[src/rtl/core/bmhp_pkg.sv]
`default_nettype none
// ============================================================================
// Block map hash probe table package
// Shared widths, operation and status codes, controller/datapath bundles and
// the home-slot hash.
// ============================================================================
package bmhp_pkg;

    localparam int CAPACITY_DEF = 1024;
    localparam int ID_BITS_DEF  = 16;

    localparam int MODE_W   = 2;
    localparam int ADDR_W   = 32;
    localparam int ID_W     = 16;
    localparam int STATUS_W = 3;

    typedef enum logic [MODE_W-1:0] {
        OP_LOOKUP = 2'd0,
        OP_INSERT = 2'd1,
        OP_CLEAR  = 2'd2,
        OP_NONE   = 2'd3
    } op_t;

    typedef enum logic [STATUS_W-1:0] {
        ST_HIT          = 3'd0,
        ST_MISS         = 3'd1,
        ST_INSERTED     = 3'd2,
        ST_INSERTED_CLR = 3'd3,
        ST_FULL_CLR     = 3'd4
    } status_t;

    typedef enum logic [2:0] {
        S_INIT,
        S_IDLE,
        S_HASH,
        S_CHECK,
        S_CLEAR,
        S_FINISH
    } state_t;

    // Commands from the controller to the datapath.
    typedef struct packed {
        logic    load_item;
        logic    start_probe;
        logic    step_probe;
        logic    write_entry;
        logic    sweep_step;
        logic    wipe_count;
        logic    mark_cleared;
        logic    res_load;
        status_t res_status;
        logic    res_take_id;
        logic    out_load;
    } bmhp_cmd_t;

    // Status from the datapath to the controller.
    typedef struct packed {
        op_t  op;
        logic need_clear;
        logic cleared;
        logic slot_empty;
        logic key_match;
        logic probe_last;
        logic sweep_last;
        logic out_free;
    } bmhp_stat_t;

    // Xorshift over a 64-bit value; only the low word is kept.
    function automatic logic [ADDR_W-1:0] home_hash(input logic [ADDR_W-1:0] addr);
        logic [63:0] k;
        k = {32'd0, addr};
        k = k ^ (k << 21);
        k = k ^ (k >> 17);
        k = k ^ (k >> 35);
        k = k ^ (k >> 51);
        return k[ADDR_W-1:0];
    endfunction

endpackage
`default_nettype wire

[src/rtl/core/bmhp_ctrl.sv]
`default_nettype none
// ============================================================================
// Block map hash probe table controller
// Sequences hashing, probing, table sweeps and result hand-off.
// ============================================================================
module bmhp_ctrl (
    input  wire logic                 clk,
    input  wire logic                 rst_n,
    input  wire logic                 req_valid,
    output logic                      req_stall,
    input  wire bmhp_pkg::bmhp_stat_t stat,
    output bmhp_pkg::bmhp_cmd_t       cmd
);
    import bmhp_pkg::*;

    state_t state_reg;
    state_t state_next;

    always_ff @(posedge clk or negedge rst_n)
    begin
        if (!rst_n)
        begin
            state_reg <= S_INIT;
        end
        else
        begin
            state_reg <= state_next;
        end
    end

    always_comb
    begin
        state_next = state_reg;
        unique case (state_reg)
            S_INIT:
            begin
                if (stat.sweep_last)
                begin
                    state_next = S_IDLE;
                end
            end
            S_IDLE:
            begin
                if (req_valid)
                begin
                    state_next = S_HASH;
                end
            end
            S_HASH:
            begin
                case (stat.op)
                    OP_LOOKUP: state_next = S_CHECK;
                    OP_INSERT: state_next = stat.need_clear ? S_CLEAR : S_CHECK;
                    OP_CLEAR:  state_next = S_CLEAR;
                    default:   state_next = S_FINISH;
                endcase
            end
            S_CHECK:
            begin
                if (stat.slot_empty || stat.probe_last ||
                    (stat.op == OP_LOOKUP && stat.key_match))
                begin
                    state_next = S_FINISH;
                end
            end
            S_CLEAR:
            begin
                if (stat.sweep_last)
                begin
                    state_next = (stat.op == OP_INSERT) ? S_HASH : S_FINISH;
                end
            end
            S_FINISH:
            begin
                if (stat.out_free)
                begin
                    state_next = S_IDLE;
                end
            end
            default:
            begin
                state_next = S_INIT;
            end
        endcase
    end

    always_comb
    begin
        cmd       = '0;
        cmd.res_status = ST_MISS;
        req_stall = (state_reg != S_IDLE);
        unique case (state_reg)
            S_INIT:
            begin
                cmd.sweep_step = 1'b1;
            end
            S_IDLE:
            begin
                cmd.load_item = req_valid;
            end
            S_HASH:
            begin
                case (stat.op)
                    OP_LOOKUP:
                    begin
                        cmd.start_probe = 1'b1;
                    end
                    OP_INSERT:
                    begin
                        if (stat.need_clear)
                        begin
                            cmd.wipe_count   = 1'b1;
                            cmd.mark_cleared = 1'b1;
                        end
                        else
                        begin
                            cmd.start_probe = 1'b1;
                        end
                    end
                    OP_CLEAR:
                    begin
                        cmd.wipe_count = 1'b1;
                    end
                    default:
                    begin
                        cmd.res_load   = 1'b1;
                        cmd.res_status = ST_MISS;
                    end
                endcase
            end
            S_CHECK:
            begin
                if (stat.slot_empty)
                begin
                    cmd.res_load = 1'b1;
                    if (stat.op == OP_INSERT)
                    begin
                        cmd.write_entry = 1'b1;
                        cmd.res_status  = stat.cleared ? ST_INSERTED_CLR : ST_INSERTED;
                    end
                    else
                    begin
                        cmd.res_status = ST_MISS;
                    end
                end
                else if (stat.op == OP_LOOKUP && stat.key_match)
                begin
                    cmd.res_load    = 1'b1;
                    cmd.res_status  = ST_HIT;
                    cmd.res_take_id = 1'b1;
                end
                else if (stat.probe_last)
                begin
                    cmd.res_load   = 1'b1;
                    cmd.res_status = (stat.op == OP_INSERT) ? ST_FULL_CLR : ST_MISS;
                end
                else
                begin
                    cmd.step_probe = 1'b1;
                end
            end
            S_CLEAR:
            begin
                cmd.sweep_step = 1'b1;
                if (stat.sweep_last && stat.op != OP_INSERT)
                begin
                    cmd.res_load   = 1'b1;
                    cmd.res_status = ST_FULL_CLR;
                end
            end
            S_FINISH:
            begin
                cmd.out_load = stat.out_free;
            end
            default:
            begin
                cmd = '0;
            end
        endcase
    end

`ifndef SYNTHESIS
    ap_accept_to_hash: assert property (@(posedge clk) disable iff (!rst_n)
        (req_valid && !req_stall) |=> (state_reg == S_HASH))
        else $error("accepted beat did not start hashing");

    ap_result_only_when_free: assert property (@(posedge clk) disable iff (!rst_n)
        cmd.out_load |-> stat.out_free)
        else $error("result loaded over an untaken beat");

    ap_insert_after_clear: assert property (@(posedge clk) disable iff (!rst_n)
        (state_reg == S_CLEAR && stat.sweep_last && stat.op == OP_INSERT)
        |=> (state_reg == S_HASH && stat.cleared && !stat.need_clear))
        else $error("insert did not resume with an empty table after auto-clear");
`endif

endmodule
`default_nettype wire

[config.mk]
export PLATFORM = sky130hd
export DESIGN_NAME = bmhp_ctrl
export DESIGN_NICKNAME = d
export VERILOG_FILES = /design/src/rtl/core/bmhp_pkg.sv /design/src/rtl/core/bmhp_ctrl.sv
export SDC_FILE = /design/constraint.sdc
export NUM_CORES = 1
export LEC_CHECK = 0
export ABC_AREA = 1
export BUFFER_PORTS_ARGS = -buffer_cell sky130_fd_sc_hd__buf_4
export CAP_MARGIN = 20
export CORE_AREA = 8 8 45 47
export DETAILED_ROUTE_END_ITERATION = 10
export DIE_AREA = 0 0 53 55
export PLACE_DENSITY = 0.74
export SLEW_MARGIN = 0
export SYNTH_ARGS = -nofsm -noshare
export SYNTH_HDL_FRONTEND = slang
export SYNTH_SLANG_ARGS = --single-unit
[constraint.sdc]
create_clock -name clk -period 2.1 [get_ports clk]
set_input_delay 0 -clock clk [delete_from_list [all_inputs] [get_ports clk]]
set_output_delay 0 -clock clk [all_outputs]
set_load 0.1 [all_outputs]
After elaboration in Yosys (flattened, before gate mapping)
Cells that the tools add are included.

word-level totals
  register bits = 3
  bits in latches = 0
  RAM bits = 0
  memory bits (read-only) = 0
  output and inout port bits = 14
  memories kept = 0

operators by class
  $add $sub $neg = 0
  $mul = 0
  divide/modulo/power cells = 0
  magnitude comparators = 0
  equality and inequality tests = 14
  shifts and indexed selects = 0
  mux-type cells = 37
  bitwise logic cells = 0
  reduce and logical (&&, ||, !) cells = 10

operators with widths
  cell                                                                     number
  3-bit two-way mux                                                        8
  4-bit two-way mux                                                        5
  3-bit one-hot mux with 6 select lines                                    1
  4-bit one-hot mux with 4 select lines                                    1
  1-bit two-way mux                                                        15
  2-bit inequality test, second input constant                             5
  3-bit one-hot mux with 3 select lines                                    1
  2-bit two-way mux                                                        4
  3-bit by 2-bit == test with 1-bit output, second input constant          2
  3-bit == test, second input constant                                     2
  3-bit OR reduction                                                       2
  5-bit AND reduction                                                      1
  1-bit one-hot mux with 2 select lines                                    2
  3-bit by 1-bit == test with 1-bit output, second input constant          1
  3-bit logical NOT                                                        1
  3-bit by 1-bit inequality test with 1-bit output, second input constant  1
  2-bit by 1-bit == test with 1-bit output, second input constant          1
  2-bit == test, second input constant                                     1
  1-bit logical AND                                                        2
  2-bit logical NOT                                                        1
  1-bit logical OR                                                         2
  2-bit by 1-bit inequality test with 1-bit output, second input constant  1
  2-bit OR reduction                                                       1

Logic depth before layout (Yosys ltp)
  depth in word-level cells = 6
  mapped depth = 9
  gate-level depth less buffers = 9

Least setup slack after synthesis
Ideal clock, no wire load.

  kind = register -> output
  start = reg state_reg[2]
  end = out cmd[4] (netlist name)
  data arrival time = 2.857 ns
  required time = 2.100 ns
  slack = -0.757 ns
  stages on the path, launching flop included = 5
  path through = dfrtp_1 buf_2 inv_2 nand3_2 o21ai_0

RTL lines
  what                    RTL line         RTL
  start, declared         bmhp_ctrl.sv:16  state_t state_reg;
  start signal, assigned  bmhp_ctrl.sv:27  state_reg <= state_next;
  end, declared           bmhp_ctrl.sv:12  output bmhp_pkg::bmhp_cmd_t cmd

==> reports/metrics.json <==
{
  "worstReg2RegStart": {"value": "state_reg[0]"},
  "synth.top_cell.area_share": {"value": 18.54, "unit": "%"},
  "period_needed": {"value": 1.602, "unit": "ns"},
  "timing.final.crit_share": {"value": 76.28, "unit": "%"},
  "mostFrequentLayoutCell": {"value": "sky130_fd_sc_hd__nand2_1"},
  "drive_gt1_share": {"value": 30.95, "unit": "%"},
  "finClkSkew": {"value": 0.005737, "unit": "ns"},
  "number_of_fillers_in_the_final_layout": {"value": 152},
  "run_status": {"value": "finished, final reports clean"},
  "cts.htree.levels": {"value": 1},
  "aggregate_global_route_resource_usage": {"value": 12.05, "unit": "%"},
  "core": {"value": 1384, "unit": "sq um"},
  "tritoncts.num_buffers": {"value": 3},
  "largest_cells_by_area_after_synthesis": {"value": "sky130_fd_sc_hd__nand2_1 19%, sky130_fd_sc_hd__dfrtp_1 13%, sky130_fd_sc_hd__ha_1 13%, sky130_fd_sc_hd__inv_1 11%, sky130_fd_sc_hd__nand3_1 9.7%"},
  "die_x": {"value": 53, "unit": "um"},
  "largest_reg_flops": {"value": 3},
  "total_leakage_power": {"value": 0.4551, "unit": "nW"},
  "setup.worst_path.class": {"value": "reg2out"},
  "final_replace_weighted_congestion": {"value": 0.8682},
  "synthesis.instances": {"value": 98},
  "critical_path_arrival": {"value": 1.60, "unit": "ns"},
  "worst_setup_path_start_kind": {"value": "register"},
  "worstMarginPinSlew": {"value": 0.4440, "unit": "ns"},
  "max-slew-margin-rel": {"value": 70.40, "unit": "%"},
  "clk_latency": {"value": 0.24, "unit": "ns"},
  "design.die.area": {"value": 2915, "unit": "sq um"},
  "ys.warnings.count": {"value": 0},
  "final-max-slew-violation-count": {"value": 0},
  "die_height": {"value": 55, "unit": "um"},
  "detailed_route_drc_error_count": {"value": 0},
  "router_iterations_before_antenna_repair": {"value": 4},
  "rows": {"value": 14},
  "yosysSeqAreaShare": {"value": 13.25, "unit": "%"},
  "rr_worst_depth": {"value": 7},
  "seqCellArea": {"value": 75.07, "unit": "sq um"},
  "portBuffers": {"value": 25},
  "adder_and_majority_gate_portion_of_the_synthesized_area": {"value": 13.25, "unit": "%"},
  "grt_pass1_vias": {"value": 718},
  "synth.mux.area_fraction": {"value": 0, "unit": "%"},
  "reg2reg_to": {"value": "state_reg[1]"},
  "multi_input_comb_area": {"value": 421.7, "unit": "sq um"},
  "placement.cell_area": {"value": 772.0, "unit": "sq um"},
  "peakVddDrop": {"value": 473.6, "unit": "uV"},
  "placedCellCount": {"value": 137},
  "grt_max_degree": {"value": 11},
  "start_util": {"value": 40.96, "unit": "%"},
  "io_pins": {"value": 26},
  "num_vias": {"value": 711},
  "cp.required": {"value": 2.10, "unit": "ns"},
  "rrSetupSlack": {"value": 0.75, "unit": "ns"},
  "max-clock-path-buffers": {"value": 2},
  "n_antenna_cell": {"value": 0},
  "synthesis.area": {"value": 566.8, "unit": "sq um"},
  "synth-xor-area-share": {"value": 0, "unit": "%"},
  "final_nets": {"value": 145},
  "setup_viol_count_final": {"value": 0},
  "rsz0062_at_grt": {"value": "false"},
  "drt_first_iter_violations": {"value": 7},
  "largest_fanout_on_the_critical_path": {"value": 10},
  "ant_nets": {"value": 0},
  "synth_compound_area_share": {"value": 6.402, "unit": "%"},
  "grt_pass1_wl": {"value": 2780, "unit": "um"},
  "dp.final_hpwl": {"value": 1349, "unit": "um"},
  "post-route-util": {"value": 58.41, "unit": "%"},
  "post_synth.cell_area_avg": {"value": 5.784, "unit": "sq um"},
  "combinational_family_with_the_most_area_after_synthesis": {"value": "simple AND/OR/NAND/NOR gates"},
  "grt_antenna_before_repair": {"value": 0},
  "final_cell_count_no_fill": {"value": 142},
  "clkTransAtPathRegs": {"value": 0.04, "unit": "ns"},
  "cap_viol_max_count": {"value": 0},
  "synth_fp_nets": {"value": 116},
  "critPathCaptureType": {"value": "primary output"},
  "tritoncts": {"value": "done"},
  "cts.sinks": {"value": 3},
  "max_clock_freq": {"value": 624.3, "unit": "MHz"},
  "postLayoutCellArea": {"value": 808.3, "unit": "sq um"},
  "postSynthRegisterBits": {"value": 3},
  "globalRoute.totalOverflow": {"value": 0},
  "count_of_unique_library_cells_instantiated_by_yosys": {"value": 19},
  "report.final.hold_viol_count": {"value": 0},
  "cts_root_buf": {"value": "sky130_fd_sc_hd__clkbuf_4"},
  "synth-simple-area-share": {"value": 52.98, "unit": "%"},
  "detail_routed_net_length_per_standard_cell": {"value": 11.06, "unit": "um"},
  "final_cell_mix": {"value": "28 x sky130_fd_sc_hd__nand2_1, 25 x sky130_fd_sc_hd__buf_4, 16 x sky130_fd_sc_hd__inv_1, 11 x sky130_fd_sc_hd__nand3_1, 9 x sky130_fd_sc_hd__nor2_1"},
  "power_density": {"value": 1294, "unit": "nW/um^2"},
  "postCtsResizedCells": {"value": 0},
  "via_per_inst": {"value": 5.007},
  "finalWirelength": {"value": 1571, "unit": "um"},
  "hold_class": {"value": "in2async"},
  "layout-area-overhead-vs-synth": {"value": 42.60, "unit": "%"},
  "synth_top_area_cell": {"value": "sky130_fd_sc_hd__nand2_1"}
}
-- stage by stage --
stage	setup WS, ns	total power [mW]	hold WS [ns]	TNS (ns)
6_report	0.4982	1.046	0.08630	0
5_1_grt	0.3897	1.113	0.1158	0
4_1_cts	0.4857	1.051	0.09571	0
3_5_place_dp	0.7404	0.9413	-0.2088	0
3_3_place_gp	0.7507	0.9328	-0.2093	0
2_1_floorplan	-0.6639	0.7998	-0.2956	-2.560
-- cells by family after synthesis --
kind of cell               count (synthesis)
AOI/OAI and AO/OA                          7
DFF                                        3
adders and majority gates                  6
buffers and inverters                     20
and+or+nand+nor                           62
-- repair_timing --
item | in CTS | in global routing
hold endpoints to repair | 3 | 0
hold buffers | 1 | 0
setup buffers | 0 | 0
-- area by class of cell --
class / count / area share (%)
multi-input cells: 75 / 52.17
clock buffers: 4 / 3.251
inverters: 18 / 8.359
well taps: 16 / 2.477
repair buffers: 26 / 24.46
flip-flops and latches: 3 / 9.288
-- power breakdown --
part | switching (mW) | leakage (nW) | internal (mW)
sequential | 0.0703 | 0.0383 | 0.0816
combinational | 0.599 | 0.402 | 0.191
clock | 0.0329 | 0.0150 | 0.0714
total | 0.702 | 0.455 | 0.344
-- worst max path at each step --
stage | endpoint | from
floorplan | cmd[1] | state_reg[2]
global placement | cmd[7] | state_reg[0]
detailed placement | cmd[7] | state_reg[0]
CTS | cmd[7] | state_reg[0]
global route | cmd[11] | state_reg[0]
finish | cmd[11] | state_reg[0]
-- worst max-delay path, stage by stage (launching register included) --
cell	delay, ns
sky130_fd_sc_hd__dfrtp_1	0.53
sky130_fd_sc_hd__nor3_4	0.32
sky130_fd_sc_hd__inv_1	0.11
sky130_fd_sc_hd__a21oi_2	0.11
sky130_fd_sc_hd__buf_4	0.29
-- routing by layer --
| layer | global-route usage (%) | vias up | wire (um) |
|---|---|---|---|
| li1 | - | 367 | - |
| met1 | 11.62 | 318 | 627 |
| met2 | 23.83 | 26 | 821 |
| met3 | 3.476 | 0 | 121 |
| met4 | 3.879 | 0 | 0 |
| met5 | 0 | - | 0 |
-- cell usage after synthesis, drive strengths merged --
cell type	count
nand2	28
inv	18
nand4	2
a21oi	2
nor2	12
nor3	5
buf	2
ha	6
o21ai	4
dfrtp	3
a31oi	1
and2	1
nand3	14
Note: power is estimated with default switching activity, not from simulation.
